$ cat src/rtl/core/radix_integer_to_text_macros.svh
// assertion macros for the radix integer to text block
// no dependencies; included by the rtl files that carry assertions
`ifndef RADIX_INTEGER_TO_TEXT_MACROS_SVH
`define RADIX_INTEGER_TO_TEXT_MACROS_SVH

`ifndef ASSERT_OFF

// implication checked every clock, muted while reset is high
`define RIT_ASSERT(name, clk, rst, prop, msg) \
  name: assert property (@(posedge clk) disable iff (rst) prop) else $error(msg);

// one-hot check, muted while reset is high
`define RIT_ASSERT_ONEHOT(name, clk, rst, sig, msg) \
  name: assert property (@(posedge clk) disable iff (rst) $onehot(sig)) else $error(msg);

`else

`define RIT_ASSERT(name, clk, rst, prop, msg)
`define RIT_ASSERT_ONEHOT(name, clk, rst, sig, msg)

`endif

`endif

$ cat src/rtl/core/rit_pkg.sv
// shared types, constants and character lookup for radix integer to text
// no dependencies
`default_nettype none

package rit_pkg;

  localparam int VALUE_WIDTH = 32;
  localparam int FIELD_WIDTH = (VALUE_WIDTH > 32) ? VALUE_WIDTH : 32;
  localparam int DIGIT_DEPTH = VALUE_WIDTH;
  localparam int ADDR_W      = $clog2(DIGIT_DEPTH);
  localparam int CNT_W       = $clog2(DIGIT_DEPTH + 1);
  localparam int STEP_W      = $clog2(VALUE_WIDTH);
  localparam int DIGIT_W     = 4;
  localparam int BASE_W      = 5;
  localparam int CHAR_W      = 7;

  localparam logic [BASE_W-1:0] BASE_MIN = BASE_W'(2);
  localparam logic [BASE_W-1:0] BASE_MAX = BASE_W'(16);

  typedef logic [CHAR_W-1:0] char_t;
  typedef logic [VALUE_WIDTH-1:0] value_t;

  localparam char_t CHAR_MINUS = 7'h2d;
  localparam char_t CHAR_ERROR = 7'h00;

  localparam char_t LOWER_DIGITS [16] = '{
    7'h30, 7'h31, 7'h32, 7'h33, 7'h34, 7'h35, 7'h36, 7'h37,
    7'h38, 7'h39, 7'h61, 7'h62, 7'h63, 7'h64, 7'h65, 7'h66
  };
  localparam char_t UPPER_DIGITS [16] = '{
    7'h30, 7'h31, 7'h32, 7'h33, 7'h34, 7'h35, 7'h36, 7'h37,
    7'h38, 7'h39, 7'h41, 7'h42, 7'h43, 7'h44, 7'h45, 7'h46
  };

  // sequencer states
  typedef enum logic [6:0] {
    S_IDLE  = 7'b0000001,
    S_START = 7'b0000010,
    S_DIV   = 7'b0000100,
    S_SIGN  = 7'b0001000,
    S_READ  = 7'b0010000,
    S_EMIT  = 7'b0100000,
    S_ERR   = 7'b1000000
  } state_t;

  // divider result, valid in the cycle that done is high
  typedef struct packed {
    logic               done;
    value_t             quotient;
    logic [DIGIT_W-1:0] remainder;
  } div_status_t;

  function automatic char_t digit_char(input logic [DIGIT_W-1:0] digit, input logic lower);
    char_t ch;
    if (lower) begin
      ch = LOWER_DIGITS[digit];
    end else begin
      ch = UPPER_DIGITS[digit];
    end
    return ch;
  endfunction

endpackage

`default_nettype wire

$ cat src/rtl/core/rit_channels.sv
// valid/ready channel interfaces for the number input and the text output
// depends on rit_pkg
`default_nettype none

interface rit_number_if;
  logic                    valid;
  logic                    ready;
  logic [31:0]             value_bits;
  logic [rit_pkg::BASE_W-1:0] base;
  logic                    unsigned_mode;
  logic                    lowercase;

  modport source (output valid, value_bits, base, unsigned_mode, lowercase, input ready);
  modport sink   (input valid, value_bits, base, unsigned_mode, lowercase, output ready);
endinterface

interface rit_text_if;
  logic                 valid;
  logic                 ready;
  logic [rit_pkg::CHAR_W-1:0] char_code;
  logic                 last_char;
  logic                 bad_base;

  modport source (output valid, char_code, last_char, bad_base, input ready);
  modport sink   (input valid, char_code, last_char, bad_base, output ready);
endinterface

`default_nettype wire

$ cat src/rtl/core/rit_ram.sv
// generic single write port ram with registered, enabled read
// no dependencies
`default_nettype none

module rit_ram #(
  parameter int WIDTH = 4,
  parameter int DEPTH = 32
) (
  input  wire logic                     clk,
  input  wire logic                     we,
  input  wire logic [$clog2(DEPTH)-1:0] waddr,
  input  wire logic [WIDTH-1:0]         wdata,
  input  wire logic                     re,
  input  wire logic [$clog2(DEPTH)-1:0] raddr,
  output      logic [WIDTH-1:0]         rdata
);

  logic [WIDTH-1:0] mem [DEPTH];

  always_ff @(posedge clk) begin
    if (we) begin
      mem[waddr] <= wdata;
    end
    if (re) begin
      rdata <= mem[raddr];
    end
  end

endmodule

`default_nettype wire

$ cat src/rtl/core/rit_divider.sv
// bit-serial restoring divider: value by a 5 bit base, one quotient bit per cycle
// depends on rit_pkg
`default_nettype none

module rit_divider (
  input  wire logic                         clk,
  input  wire logic                         rst,
  input  wire logic                         start,
  input  wire rit_pkg::value_t              dividend,
  input  wire logic [rit_pkg::BASE_W-1:0]   base,
  output      rit_pkg::div_status_t         status
);

  logic                                busy;
  logic                                done;
  logic [rit_pkg::STEP_W-1:0]          step;
  rit_pkg::value_t                     quo;
  logic [rit_pkg::DIGIT_W-1:0]         rem;
  logic [rit_pkg::BASE_W-1:0]          partial;
  logic                                fits;
  logic [rit_pkg::BASE_W-1:0]          diff;

  // shift next dividend bit into the partial remainder and trial-subtract
  assign partial = {rem, quo[rit_pkg::VALUE_WIDTH-1]};
  assign fits    = partial >= base;
  assign diff    = partial - base;

  always_ff @(posedge clk) begin
    if (rst) begin
      busy <= 1'b0;
      done <= 1'b0;
    end else begin
      done <= 1'b0;
      if (start) begin
        busy <= 1'b1;
      end else if (busy && step == '0) begin
        busy <= 1'b0;
        done <= 1'b1;
      end
    end
  end

  always_ff @(posedge clk) begin
    if (start) begin
      quo  <= dividend;
      rem  <= '0;
      step <= rit_pkg::STEP_W'(rit_pkg::VALUE_WIDTH - 1);
    end else if (busy) begin
      quo  <= {quo[rit_pkg::VALUE_WIDTH-2:0], fits};
      rem  <= fits ? diff[rit_pkg::DIGIT_W-1:0] : partial[rit_pkg::DIGIT_W-1:0];
      step <= step - 1'b1;
    end
  end

  assign status.done      = done;
  assign status.quotient  = quo;
  assign status.remainder = rem;

endmodule

`default_nettype wire

$ cat src/rtl/core/radix_integer_to_text.sv
// top level: sequencer, digit store and output word register
// depends on rit_pkg, rit_channels, rit_ram, rit_divider and the assertion macros
`default_nettype none
`include "radix_integer_to_text_macros.svh"

// Converts one integer word into ASCII text in a base from 2 to 16, most
// significant character first, with last_char set on the final character.
// In signed mode a negative value is sent as '-' followed by its magnitude;
// zero gives "0"; digits above 9 are letters in the case chosen by lowercase.
// A base outside 2..16 gives a single word with char_code 0, last_char 1 and
// bad_base 1. Only the low VALUE_WIDTH bits of value_bits are used. The
// block takes one number at a time: number.ready is high only while idle.
// Each digit comes from one pass of a shared bit-serial divider, which is
// restarted for every digit. The digits are then sent from the digit store,
// each character as a registered read of the store followed by the load of
// the output register, with a sign character loaded first when negative. The
// output register lets the next number be accepted while the final character
// still waits to be taken.
module radix_integer_to_text (
  input wire logic  clk,
  input wire logic  rst,
  rit_number_if.sink  number,
  rit_text_if.source  text
);

  localparam logic [rit_pkg::CNT_W-1:0] CNT_ZERO = '0;
  localparam logic [rit_pkg::CNT_W-1:0] CNT_FULL = rit_pkg::CNT_W'(rit_pkg::DIGIT_DEPTH);

  rit_pkg::state_t                 state, state_next;
  logic [rit_pkg::CNT_W-1:0]       count;
  logic [rit_pkg::CNT_W-1:0]       cnt_dec;
  rit_pkg::value_t                 remaining;
  logic                            negative;
  logic                            lowercase_q;
  logic [rit_pkg::BASE_W-1:0]      base_q;

  // output word register
  logic                            out_valid;
  rit_pkg::char_t                  out_char;
  logic                            out_last;
  logic                            out_bad;
  logic                            out_free;

  // load request for the output register
  logic                            load;
  rit_pkg::char_t                  load_char;
  logic                            load_last;
  logic                            load_bad;

  // input decode
  logic [rit_pkg::FIELD_WIDTH-1:0] value_ext;
  rit_pkg::value_t                 value_in;
  logic                            bad_in;
  logic                            neg_in;

  rit_pkg::div_status_t            div;
  logic                            ram_we;
  logic                            ram_re;
  logic [rit_pkg::DIGIT_W-1:0]     ram_rdata;

  assign value_ext = rit_pkg::FIELD_WIDTH'(number.value_bits);
  assign value_in  = value_ext[rit_pkg::VALUE_WIDTH-1:0];
  assign bad_in    = (number.base < rit_pkg::BASE_MIN) || (number.base > rit_pkg::BASE_MAX);
  assign neg_in    = !number.unsigned_mode && value_in[rit_pkg::VALUE_WIDTH-1];

  assign cnt_dec   = count - 1'b1;
  assign out_free  = !out_valid || text.ready;

  assign number.ready = (state == rit_pkg::S_IDLE);

  // digit store, least significant digit at address 0
  assign ram_we = (state == rit_pkg::S_DIV) && div.done;
  assign ram_re = (state == rit_pkg::S_READ);

  rit_ram #(
    .WIDTH (rit_pkg::DIGIT_W),
    .DEPTH (rit_pkg::DIGIT_DEPTH)
  ) u_digit_store (
    .clk   (clk),
    .we    (ram_we),
    .waddr (count[rit_pkg::ADDR_W-1:0]),
    .wdata (div.remainder),
    .re    (ram_re),
    .raddr (cnt_dec[rit_pkg::ADDR_W-1:0]),
    .rdata (ram_rdata)
  );

  // shared divider, restarted once per digit
  rit_divider u_divider (
    .clk      (clk),
    .rst      (rst),
    .start    (state == rit_pkg::S_START),
    .dividend (remaining),
    .base     (base_q),
    .status   (div)
  );

  // sequencer
  always_comb begin
    state_next = state;
    load       = 1'b0;
    load_char  = rit_pkg::CHAR_ERROR;
    load_last  = 1'b0;
    load_bad   = 1'b0;
    unique case (state)
      rit_pkg::S_IDLE: begin
        if (number.valid) begin
          state_next = bad_in ? rit_pkg::S_ERR : rit_pkg::S_START;
        end
      end
      rit_pkg::S_START: begin
        state_next = rit_pkg::S_DIV;
      end
      rit_pkg::S_DIV: begin
        if (div.done) begin
          if (div.quotient != '0) begin
            state_next = rit_pkg::S_START;
          end else if (negative) begin
            state_next = rit_pkg::S_SIGN;
          end else begin
            state_next = rit_pkg::S_READ;
          end
        end
      end
      rit_pkg::S_SIGN: begin
        if (out_free) begin
          load       = 1'b1;
          load_char  = rit_pkg::CHAR_MINUS;
          state_next = rit_pkg::S_READ;
        end
      end
      rit_pkg::S_READ: begin
        state_next = rit_pkg::S_EMIT;
      end
      rit_pkg::S_EMIT: begin
        if (out_free) begin
          load       = 1'b1;
          load_char  = rit_pkg::digit_char(ram_rdata, lowercase_q);
          load_last  = (count == CNT_ZERO);
          state_next = (count == CNT_ZERO) ? rit_pkg::S_IDLE : rit_pkg::S_READ;
        end
      end
      rit_pkg::S_ERR: begin
        if (out_free) begin
          load       = 1'b1;
          load_char  = rit_pkg::CHAR_ERROR;
          load_last  = 1'b1;
          load_bad   = 1'b1;
          state_next = rit_pkg::S_IDLE;
        end
      end
      default: begin
        state_next = rit_pkg::S_IDLE;
      end
    endcase
  end

  always_ff @(posedge clk) begin
    if (rst) begin
      state     <= rit_pkg::S_IDLE;
      count     <= '0;
      remaining <= '0;
      negative  <= 1'b0;
      out_valid <= 1'b0;
    end else begin
      state <= state_next;
      if (load) begin
        out_valid <= 1'b1;
      end else if (text.ready) begin
        out_valid <= 1'b0;
      end
      unique case (state)
        rit_pkg::S_IDLE: begin
          if (number.valid && !bad_in) begin
            negative  <= neg_in;
            remaining <= neg_in ? (rit_pkg::value_t'(0) - value_in) : value_in;
            count     <= '0;
          end
        end
        rit_pkg::S_DIV: begin
          if (div.done) begin
            remaining <= div.quotient;
            count     <= count + 1'b1;
          end
        end
        rit_pkg::S_READ: begin
          count <= cnt_dec;
        end
        default: begin
        end
      endcase
    end
  end

  // per-number settings, no reset needed
  always_ff @(posedge clk) begin
    if (number.valid && number.ready) begin
      base_q      <= number.base;
      lowercase_q <= number.lowercase;
    end
    if (load) begin
      out_char <= load_char;
      out_last <= load_last;
      out_bad  <= load_bad;
    end
  end

  assign text.valid     = out_valid;
  assign text.char_code = out_char;
  assign text.last_char = out_last;
  assign text.bad_base  = out_bad;

  `RIT_ASSERT_ONEHOT(a_state_onehot, clk, rst, state, "sequencer state not one-hot")
  `RIT_ASSERT(a_store_in_range, clk, rst, ram_we |-> (count < CNT_FULL), "digit store overrun")
  `RIT_ASSERT(a_bad_word_form, clk, rst,
    (text.valid && text.bad_base) |-> (text.last_char && (text.char_code == rit_pkg::CHAR_ERROR)),
    "malformed error word")
  `RIT_ASSERT(a_last_ends_item, clk, rst, (load && load_last) |=> (state == rit_pkg::S_IDLE),
    "last word did not end the conversion")
  `RIT_ASSERT(a_no_overwrite, clk, rst, load |-> out_free, "output word overwritten while pending")

endmodule

`default_nettype wire
$ cat src/flat_wrapper.sv
// flat-port wrapper written by rule: the top's interface ports become plain ports
module radix_integer_to_text_flat 
  (clk, rst, number_valid, number_value_bits, number_base, number_unsigned_mode, number_lowercase, number_ready, text_valid, text_char_code, text_last_char, text_bad_base, text_ready);
  rit_number_if number_i ();
  rit_text_if text_i ();
  input wire logic clk;
  input wire logic rst;
  input wire logic [$bits(number_i.valid)-1:0] number_valid;
  input wire logic [$bits(number_i.value_bits)-1:0] number_value_bits;
  input wire logic [$bits(number_i.base)-1:0] number_base;
  input wire logic [$bits(number_i.unsigned_mode)-1:0] number_unsigned_mode;
  input wire logic [$bits(number_i.lowercase)-1:0] number_lowercase;
  output wire logic [$bits(number_i.ready)-1:0] number_ready;
  output wire logic [$bits(text_i.valid)-1:0] text_valid;
  output wire logic [$bits(text_i.char_code)-1:0] text_char_code;
  output wire logic [$bits(text_i.last_char)-1:0] text_last_char;
  output wire logic [$bits(text_i.bad_base)-1:0] text_bad_base;
  input wire logic [$bits(text_i.ready)-1:0] text_ready;
  assign number_i.valid = number_valid;
  assign number_i.value_bits = number_value_bits;
  assign number_i.base = number_base;
  assign number_i.unsigned_mode = number_unsigned_mode;
  assign number_i.lowercase = number_lowercase;
  assign number_ready = number_i.ready;
  assign text_valid = text_i.valid;
  assign text_char_code = text_i.char_code;
  assign text_last_char = text_i.last_char;
  assign text_bad_base = text_i.bad_base;
  assign text_i.ready = text_ready;
  radix_integer_to_text u_core (.clk(clk), .rst(rst), .number(number_i), .text(text_i));
endmodule
$ cat config.mk
export PLATFORM = sky130hd
export DESIGN_NAME = radix_integer_to_text_flat
export DESIGN_NICKNAME = d
export VERILOG_FILES = /design/src/rtl/core/rit_pkg.sv /design/src/rtl/core/rit_channels.sv /design/src/rtl/core/rit_ram.sv /design/src/rtl/core/rit_divider.sv /design/src/rtl/core/radix_integer_to_text.sv /design/src/flat_wrapper.sv
export VERILOG_INCLUDE_DIRS = /design/src /design/src/rtl/core
export SDC_FILE = /design/constraint.sdc
export NUM_CORES = 1
export LEC_CHECK = 0
export BUFFER_PORTS_ARGS = -buffer_cell sky130_fd_sc_hd__buf_2
export CAP_MARGIN = 30
export CORE_MARGIN = 10
export CORE_UTILIZATION = 69
export CTS_BUF_LIST = sky130_fd_sc_hd__clkbuf_2
export CTS_CLUSTER_DIAMETER = 120
export CTS_CLUSTER_SIZE = 20
export DETAILED_ROUTE_END_ITERATION = 16
export PLACE_DENSITY = 0.88
export SYNTH_ARGS = -nofsm -noshare
export SYNTH_HDL_FRONTEND = slang
export SYNTH_SLANG_ARGS = --single-unit
$ cat constraint.sdc
create_clock -name clk -period 5.5 [get_ports clk]
set_input_delay 1.1 -clock clk [delete_from_list [all_inputs] [get_ports clk]]
set_output_delay 1.1 -clock clk [all_outputs]
set_load 0.05 [all_outputs]
# [Word-level counts from Yosys, hierarchy flattened]
# Memory sizes are Yosys's and may differ from the RTL's. A register that Yosys moved wholly into a read port is not among the register bits.
# Index checks and enable logic that the tools add are counted.
[op_classes] n_lt_le_gt_ge=4 n_eq_ne=13 muxes=39 bitwise=1 reduce_logical=24 addsub=5
[op_table] op="2-to-1 mux 32 bit" n=5
[op_table] op="2-to-1 mux 7 bit" n=13
[op_table] op="one-hot mux 32 bit (2 select lines)" n=1
[op_table] op="one-hot mux 7 bit (7 select lines)" n=1
[op_table] op="nonzero test 32 bit" n=1
[op_table] op="subtractor 1 x 32 -> 32 bit (first input constant)" n=1
[op_table] op="2-to-1 mux 6 bit" n=3
[op_table] op="one-hot mux 6 bit (3 select lines)" n=1
[op_table] op="one-hot mux 7 bit (2 select lines)" n=1
[op_table] op="2-to-1 mux 1 bit" n=10
[op_table] op="2-to-1 mux 5 bit" n=2
[op_table] op="nonzero test 2 bit" n=4
[op_table] op="equality test 7 x 1 -> 1 bit (second input constant)" n=1
[op_table] op="equality test 7 x 2 -> 1 bit (second input constant)" n=1
[op_table] op="equality test 7 x 3 -> 1 bit (second input constant)" n=1
[op_table] op="equality test 7 x 4 -> 1 bit (second input constant)" n=1
[op_table] op="equality test 7 x 5 -> 1 bit (second input constant)" n=1
[op_table] op="equality test 7 x 6 -> 1 bit (second input constant)" n=1
[op_table] op="equality test 7 bit (second input constant)" n=1
[op_table] op="adder 6 x 1 -> 6 bit (second input constant)" n=1
[op_table] op="zero test 6 bit" n=1
[op_table] op="inequality test 2 x 1 -> 1 bit (second input constant)" n=3
[op_table] op="inequality test 2 bit (second input constant)" n=3
[op_table] op="AND reduction 3 bit" n=2
[op_table] op="other kinds (19)" n=26
[totals] input_bits=43 ff_bits=105 elab_cells=104 output_inout_bits=11 rom_bits=224 ram_bits=128 mem_count=3
[memory_table] memory="u_core.u_digit_store.mem" words=32 width=4 rd=1 rd_ports_with_merged_regs=1 write_ports=1 line_no="rit_ram.sv:18" text="logic [WIDTH-1:0] mem [DEPTH];"
[memory_table] memory="(name not given)" words=16 width=7 rd=1 rd_ports_with_merged_regs=0 write_ports=0 line_no="rit_pkg.sv:56" text="ch = LOWER_DIGITS[digit];"
[memory_table] memory="(name not given)" words=16 width=7 rd=1 rd_ports_with_merged_regs=0 write_ports=0 line_no="rit_pkg.sv:58" text="ch = UPPER_DIGITS[digit];"

# [Depth between registers and ports, before layout]
[depth] depth_word=7 depth_mapped=8 depth_no_buf=8

# [Cells and area by module]
# Synthesis repeated with hierarchy kept, for this count alone.
[hier_totals] hier_cells=857 hier_area_um2=11106.9
[by_module_without_submodules] module="rit_ram" area_per_inst_um2=5178.7 cells_each=231 seq_area_each_um2=3963.8 n_inst=1
[by_module_without_submodules] module="radix_integer_to_text" area_per_inst_um2=3916.3 cells_each=484 seq_area_each_um2=1391.3 n_inst=1
[by_module_without_submodules] module="rit_divider" area_per_inst_um2=2011.9 cells_each=142 seq_area_each_um2=1181.1 n_inst=1

# [Worst setup path after synthesis]
# OpenSTA, ideal clock, no wires.
[synth_timing] path_type="flip-flop to flip-flop" from="register u_core.count[0] (netlist bit)" to="register u_core.u_digit_store.rdata[2], read port of u_core.u_digit_store.mem (data pin)" path_slack_ns=2.604 path_buffers=3 stages_incl_launch_ff=9 synth_period_minus_slack_ns=2.896 setup_ns=0.260 t_arrival_ns=2.636 required_time_ns=5.240 cell_sequence="dfxtp_1 buf_2 inv_1 ha_1 clkbuf_1 clkbuf_1 mux4_2 mux4_1 mux2_2"
[synth_between] elab_chain_cells=1
[synth_lines] item="start: declaration" line_no="radix_integer_to_text.sv:30" text="logic [rit_pkg::CNT_W-1:0] count;"
[synth_lines] item="start signal: assignment" line_no="radix_integer_to_text.sv:183" text="count <= count + 1'b1;"
[synth_lines] item="start signal: assignment" line_no="radix_integer_to_text.sv:187" text="count <= cnt_dec;"
[synth_lines] item="subtractor 6 x 1 -> 6 bit" line_no="radix_integer_to_text.sv:66" text="assign cnt_dec = count - 1'b1;"
[synth_lines] item="end: declaration" line_no="rit_ram.sv:15" text="output logic [WIDTH-1:0] rdata"
# No other way between the ends.
# A chain may end at the register's enable or synchronous reset.

# [Final worst setup path]
[layout_timing] from="register u_core.state[5]" to="output number_ready"
[layout_between] elab_chain_cells=1
[layout_lines] item="start: declaration" line_no="radix_integer_to_text.sv:29" text="rit_pkg::state_t state, state_next;"
[layout_lines] item="start signal: assignment" line_no="radix_integer_to_text.sv:160" text="state <= rit_pkg::S_IDLE;"
[layout_lines] item="start signal: assignment" line_no="radix_integer_to_text.sv:166" text="state <= state_next;"
[layout_lines] item="equality test 7 x 1 -> 1 bit" line_no="radix_integer_to_text.sv:69" text="assign number.ready = (state == rit_pkg::S_IDLE);"
[layout_lines] item="end: declaration" line_no="flat_wrapper.sv:13" text="output wire logic [$bits(number_i.ready)-1:0] number_ready;"
# No other way between the ends.

==> qor.txt <==
Setup Crit Path Kind -> reg -> out
Hold_buf cts -> 0
Power Density -> 294.1 nW/um^2
Number of H-tree levels -> 1
First-pass GRT wire length -> 38,340 microns
Max IR drop VDD -> 165.2 uV
Mapped Cells -> 860
Worst hold path type -> reg -> reg
Design Area, Final -> 11,660 sq um
R2R depth -> 6
Per-cell routed wire length -> 21.07 microns
Final min period -> 3330 ps
Hold Startpoint -> u_core.remaining[21]$_SDFFE_PP0P_
Synth area leaders -> edfxtp_1, dfxtp_1, mux4_2, mux2_2, nor2_1
Most used cells in the layout excluding fill and tap cells -> edfxtp_1, nor2_1, nand2_1
Synthesized area -> 11,070 sq um
Via/cell ratio -> 6.653
Die footprint -> 21,520 sq um
Top cell type's share of synthesized area -> 0.4854
Most common cell after layout, fill and taps aside -> edfxtp_1
P&R area growth vs syn -> 5.299%
GRT Total Usage -> 0.2147
Leading area contributor after synthesis -> edfxtp_1
Post-Route WL -> 23,580 microns
Detail Placement HPWL -> 15,900 microns
Largest net degree at the start of global routing -> 63
Share of post-route cells with drive strength above 1 -> 0.2073
Hold Vio Cnt, Final -> 0
IO Port Bufs -> 53
Vias -> 7,445
Clk_lat worst skew -> 790 ps
WP data arrival -> 2230 ps
Ys flop type -> edfxtp_1
Die height -> 146.7 microns
DR iter-0 viols -> 1,011
Synth unique cells -> 68
Leakage -> 3.920 nW
Total CTS buffers -> 15
Worst hold path endpoint -> u_core.remaining[21]$_SDFFE_PP0P_
RD Place Congestion -> 0.8772
Layout Skew -> 74.85 ps
Crit-path cells -> nor3_1, nand4b_1, inv_1, buf_2
Async set or reset register ratio after synthesis -> 0
Warning count from the yosys run -> 0
Worst path slowest cell -> dfxtp_1
Final Setup Violations -> 0
Post-CTS setup buffer count -> 0
Worst r2r src -> u_core.state[6]$_SDFFE_PP0P_
Crit path max fanout -> 15
Initial antenna violation count -> 1
Post-synth EDFFs -> 179
Worst reg2reg setup slack -> 2290 ps
Num ports -> 54
GRT overflow -> 0
Number of remaining DRC errors -> 0
Site Rows -> 46
Max Cap Viol -> 0
Antenna Nets Post-Route -> 0
Setup TNS -> 0 ps
Sequential share of the synthesized area -> 0.5903
Post-synthesis net count -> 918
Hold Path Depth -> 2
Placed cell area -> 11,530 sq um
RR Endpoint -> u_core.u_digit_store.mem[20][2]$_DFFE_PP_
CTS sink cnt -> 237
Status -> completed
Rel. slew slack -> 0.3407
Crit share post-route -> 0.6055
Die width -> 146.7 microns
Core ar. -> 15,830 sq um
Pins Over Slew Limit -> 0
CTS tree -> built
FF+latch count, synth -> 237
RSZ-0062 raised after global routing -> false
Root buf cell -> clkbuf_2
Crit path largest cell delay -> 520 ps
Critical Path RT -> 4400 ps
Vias in the first global route -> 7,114
Worst-margin pin slew -> 985.3 ps
Worst-path clk slew -> 350 ps
Max Clk Rate -> 0.3003 GHz
Starting Density -> 0.6996
Average cell area after synthesis -> 12.88 sq um
CTS resizes -> 0
Clk buf depth -> 3
Final #Nets -> 951
Startpoint types -> register
Worst Setup End Kind -> output pin
Drt first pass iters -> 5
## state kept, by name (all words and copies together) (netlist names), 5 cells and up
| signal | cells |
|---|---|
| u_core.base_q | 5 |
| u_core.count | 6 |
| u_core.remaining | 32 |
| u_core.state | 7 |
| u_core.text.char_code | 7 |
| u_core.u_digit_store.mem | 128 |
| u_core.u_divider.quo | 32 |
| u_core.u_divider.step | 5 |
## per-layer routing
| layer | GRT usage | share of wire |
|---|---|---|
| met1 | 0.3058 | 0.42 |
| met2 | 0.3424 | 0.48 |
| met3 | 0.03368 | 0.086 |
| met4 | 0.04605 | 0.015 |
| met5 | 0 | 0 |
## layout make-up
type                       instances  area (sq um)
antenna                            1         2.502
clock inverter                     2         8.758
timing repair buffer              65         375.4
inverter                          23         86.33
tap                              216         270.3
clock buffer                      24         120.1
multi-input combinational        551          4259
fill                             971          4168
sequential                       237          6538
## per-stage QoR
step | hold WS (ps) | power (mW) | setup WS, ps | instances | utilization
2_1_floorplan | 429.4 | 2.626 | 2604 | 860 | -
3_5_place_dp | 447.1 | 2.843 | 2080 | 1092 | 0.7284
4_1_cts | 467.9 | 3.438 | 2133 | 1118 | 0.7365
6_report | 469.6 | 3.429 | 2170 | 1119 | 0.7367
3_3_place_gp | 439.9 | 2.812 | 2028 | 1090 | 0.7262
5_1_grt | 446.2 | 3.580 | 2004 | 1119 | 0.7367
## how the worst max path moves through the flow
stage	startpoint	endpoint	slack [ps]	cells after the start
global route	u_core.state[5]$_SDFFE_PP0P_	number_ready	2000	4
finish	u_core.state[5]$_SDFFE_PP0P_	number_ready	2170	4
global placement	u_core.count[1]$_SDFFE_PP0P_	u_core.u_digit_store.rdata[2]$_DFFE_PN_	2030	5
detailed placement	number_value_bits[1]	u_core.remaining[22]$_SDFFE_PP0P_	2080	9
CTS	u_core.state[5]$_SDFFE_PP0P_	number_ready	2130	4
floorplan	u_core.count[0]$_SDFFE_PP0P_	u_core.u_digit_store.rdata[2]$_DFFE_PN_	2600	8
## report_power, final
group	switching (mW)	leakage (nW)	internal, mW
Sequential	0.0559	2.12	2.12
Clock	0.507	0.108	0.113
Combinational	0.405	1.69	0.232
Total	0.968	3.92	2.46
## critical path: cells and delay by family, from the launching register on
kind,cells,cell delay (ps)
and+or+nand+nor,2,520
DFF,1,520
buffers and inverters,2,460
## kinds of logic after synthesis
logic type	share of synthesized area
fa+ha+maj	0.01763
mux	0.1246
flops	0.5903
simple gates	0.1142
compound gates	0.09684
xor+xnor	0.03085
buf+inv	0.02554
## synthesized netlist by cell type, drive strengths merged (3+ instances only)
cell,n
nand2b,8
a211oi,3
ha,14
mux2,36
nor2b,4
nand3b,4
nor2,93
a41oi,3
o211ai,15
or3,5
a21oi,47
a21o,4
a311oi,3
a31o,5
xor2,23
nor4,15
dfxtp,58
a2111oi,5
nand4b,5
xnor2,16
nand4,9
buf,11
edfxtp,179
mux4,40
o41ai,10
nand2,69
nor3,14
nand3,16
o31ai,6
clkbuf,38
a31oi,6
inv,23
o21ai,27
and3,3
mux2i,7
a211o,10
Power figures use the tool's default switching activity.
